--- src/hdl/sps_ram.sv ---
// Generic single-port synchronous RAM with registered read data.
// No dependencies.
module sps_ram #(
  parameter int unsigned WIDTH = 8,
  parameter int unsigned DEPTH = 256
) (
  input  logic                     clk_i,
  input  logic                     we_i,
  input  logic [$clog2(DEPTH)-1:0] addr_i,
  input  logic [WIDTH-1:0]         wdata_i,
  output logic [WIDTH-1:0]         rdata_o
);

  logic [WIDTH-1:0] mem_q [DEPTH];
  logic [WIDTH-1:0] rdata_q;

  always_ff @(posedge clk_i) begin
    if (we_i) begin
      mem_q[addr_i] <= wdata_i;
    end
    rdata_q <= mem_q[addr_i];
  end

  assign rdata_o = rdata_q;

endmodule

--- config.mk ---
export PLATFORM = sky130hd
export DESIGN_NAME = sps_ram
export DESIGN_NICKNAME = d
export VERILOG_FILES = /design/src/hdl/sps_ram.sv
export SDC_FILE = /design/constraint.sdc
export NUM_CORES = 2
export LEC_CHECK = 0
export BUFFER_PORTS_ARGS = -buffer_cell sky130_fd_sc_hd__buf_4
export CAP_MARGIN = 20
export CORE_AREA = 2 2 340 376
export DETAILED_ROUTE_END_ITERATION = 6
export DIE_AREA = 0 0 342 378
export PLACE_DENSITY = 0.77
export SYNTH_ARGS = -nofsm -noshare
export SYNTH_HDL_FRONTEND = slang
export SYNTH_SLANG_ARGS = --single-unit
--- constraint.sdc ---
create_clock -name clk_i -period 4.05 [get_ports clk_i]
set_clock_uncertainty 0.2 [all_clocks]
set_input_delay 0.81 -clock clk_i [delete_from_list [all_inputs] [get_ports clk_i]]
set_output_delay 0.81 -clock clk_i [all_outputs]
set_load 0.1 [all_outputs]
==> impl_metrics.ini <==
[die]
rows = 137
start_util_pct = 62.4
die_width_um = 342
die_area_um2 = 129000
die_height_um = 378
io_pins = 26
core_um2 = 126000

[worst_hold_path]
min_path_type = primary input to flop

[drt]
wl_per_cell_um = 33.2
dr_total_vias = 40100
drc = 0
drt-total-wl_mm = 193
drt_iter0_markers = 5782
routed_via_density = 6.88
drt_pre_antenna_iters = 6
ant_nets = 0

[timing]
max_slew_margin_pct = 22.4
fin_tns_setup_ns = 0
post-route-period-util_pct = 89.7
worst_slew_pin_slew_ns = 1.15
setup_violations = 0
slew_viol_final = 0
grt_setup_unrepaired = false
hold_violations = 0
max_freq_ghz = 0.275
period_needed_ns = 3.63

[critical_path]
timing.critical_path.to = rdata_o[4]
regToRegSetupSlack_ns = 0.88
critical_path_arrival_ns = 4.08
worstReg2RegEnd = rdata_o[4]
start_kind = primary input
crit-reg2reg-launch = mem_q[57][4]
worstPathRequired_ns = 4.50
critPathKind = primary input to flop
reg2reg_depth = 6
crit_fanout = 32
crit_path_end_kind = flop
worstSetupStartpoint = addr_i[0]

[placed_design]
dp_hpwl_mm = 114
place_congestion = 0.852
place_area_um2 = 83900
io_buffers = 25
placed_cells = 5480

[synth]
ys_types = 22
yosys_warnings = 0
synth_area_leaders = edfxtp_1 (78%), mux4_2 (15%), a22oi_1 (2.4%), nor2_1 (1.1%), a21oi_1 (0.82%)
synth_cells = 3547
synth_seq_cells = 2056
synth_edf_count = 2048
synth_seq_area_share_pct = 78.6
synth.most_common_cell = edfxtp_1
syn_avg_cell_area_um2 = 22.1
synth_ff_type = edfxtp_1
ys_top_cells_by_count = edfxtp_1 (2048), mux4_2 (512), a22oi_1 (256)
synth_nets = 3565
yosysTopAreaCell = edfxtp_1
async_flop_share_pct = 0
syn_area_um2 = 78500
synth_top_area_share_pct = 78.3

[power]
static-leakage-power_uw = 0.0283
max-vdd-ir-drop_uv = 458
powerDensity_nw_per_um2 = 481
total_power_uw = 43200

[clocking]
cts.sinks = 2056
cts-root-buf = clkbuf_16
clockBufferDepth = 3
htree_levels = 4
clk_pin_slew_worst_paths_ns = 0.06
cts_hold_buf = 0
ctsResizeCount = 0
post_cts_buffers = 0
cts_buffers = 190
clkLatencyLatePin_ns = 0.82
cts_tree = built

[status]
status = finished, final reports clean

[cells_and_area]
n_fill_cell = 6962
fin_nets = 4023
drive_above_1_share_pct = 30.8
syn_to_final_growth_pct = 14.6
fin_cells = 5824
fin_area_um2 = 90000

[global_route]
antenna_found_initial = 2
gr-total-overflow = 0
grt_pass1_wl_mm = 281
track_usage_pct = 30.6
grt_max_degree = 128
grt_pass1_vias = 40700

[flow_run]
max_cap_viol_count = 0
==> worst max-delay path: stages <==
cell,delay [ns]
buf_8,0.34
buf_12,0.33
buf_4,0.22
mux4_2,0.53
a22oi_1,0.32
a21oi_1,0.16
o41ai_1,0.94
buf_4,0.26
nand4_1,0.11
==> placed cells by master (no fill, tap or decap) <==
| master | instances |
|---|---|
| edfxtp_1 | 2048 |
| mux4_2 | 512 |
| buf_4 | 437 |
| a22oi_1 | 256 |
| nor2_1 | 231 |
| clkbuf_16 | 196 |
| a21oi_1 | 128 |
| buf_12 | 47 |
| clkbuf_1 | 42 |
| clkinv_1 | 39 |
| o41ai_1 | 32 |
| clkinv_2 | 32 |
| nor3_1 | 30 |
| nand2_1 | 28 |
| bufinv_16 | 18 |
| nand3_1 | 13 |
| clkbuf_8 | 9 |
| nand4_1 | 8 |
| dfxtp_1 | 8 |
| inv_6 | 6 |
| nor2b_1 | 5 |
| nand2b_1 | 4 |
| buf_2 | 4 |
| clkinvlp_4 | 3 |
| diode_2 | 2 |
| nor2b_4 | 2 |
| nand2b_2 | 2 |
| or2_2 | 2 |
| and2_1 | 2 |
| buf_8 | 2 |
| nor2_4 | 1 |
| and2_4 | 1 |
| inv_1 | 1 |
| or3_1 | 1 |
| inv_16 | 1 |
| inv_8 | 1 |
| clkinv_4 | 1 |
| clkinv_8 | 1 |
==> flip-flops by register name, indices dropped and copies added, names as in the netlist <==
register	flops
mem_q	2048
rdata_o	8
==> how the worst min path moves through the flow <==
stage / cells after the start / to / start / slack (ns)
3_5_place_dp: 5 / rdata_o[3] / mem_q[8][3] / 0.74
3_3_place_gp: 5 / rdata_o[3] / mem_q[14][3] / 0.74
2_1_floorplan: 5 / rdata_o[0] / mem_q[146][0] / 0.62
6_report: 1 / mem_q[65][1] / wdata_i[1] / 0.38
5_1_grt: 1 / mem_q[65][1] / wdata_i[1] / 0.42
4_1_cts: 1 / mem_q[66][1] / wdata_i[1] / 0.40
==> through the flow <==
step	hold WS, ns	setup WS [ns]	util (%)
2_1_floorplan	0.619	0.821	-
3_3_place_gp	0.736	-0.270	66.7
3_5_place_dp	0.744	-0.290	66.7
4_1_cts	0.400	0.504	71.5
5_1_grt	0.424	0.449	71.5
6_report	0.382	0.417	71.5
==> kinds of logic after synthesis <==
family                 count (synthesis)  share of synthesized area [%]
AO/OA/AOI/OAI                        416                           3.62
buffers and inverters                233                           1.40
flip-flops                          2056                           78.6
multiplexers                         512                           14.7
AND/OR/NAND/NOR                      330                           1.73
==> layout make-up <==
cell class	count	area, µm²	share of cell area, %
antenna	2	5.00	0.00556
clock buffer	239	5080	5.64
clock inverter	102	978	1.09
inverter	1	3.75	0.00417
multi-input combinational	1258	15800	17.5
sequential	2056	61700	68.5
tap	1668	2090	2.32
timing repair buffer	498	4380	4.87
==> power by group <==
part           internal, µW  switching [µW]  leakage, µW  total [µW]
logic                   779            1400      0.00691        2170
registers             23500            40.2       0.0185       23500
clock network          9990            7580      0.00297       17600
total                 34200            9010       0.0283       43200
==> layer usage <==
layer	global-route usage, %	share of wire [%]	routed length [µm]	vias up
met2	49.3	49	95300	2817
li1	-	-	-	16000
met5	0	0.0067	13	-
met3	6.58	11	21800	464
met4	12.6	4.6	8850	2
met1	41.5	35	67500	20800
No activity file was read; power rests on OpenSTA's default activity.
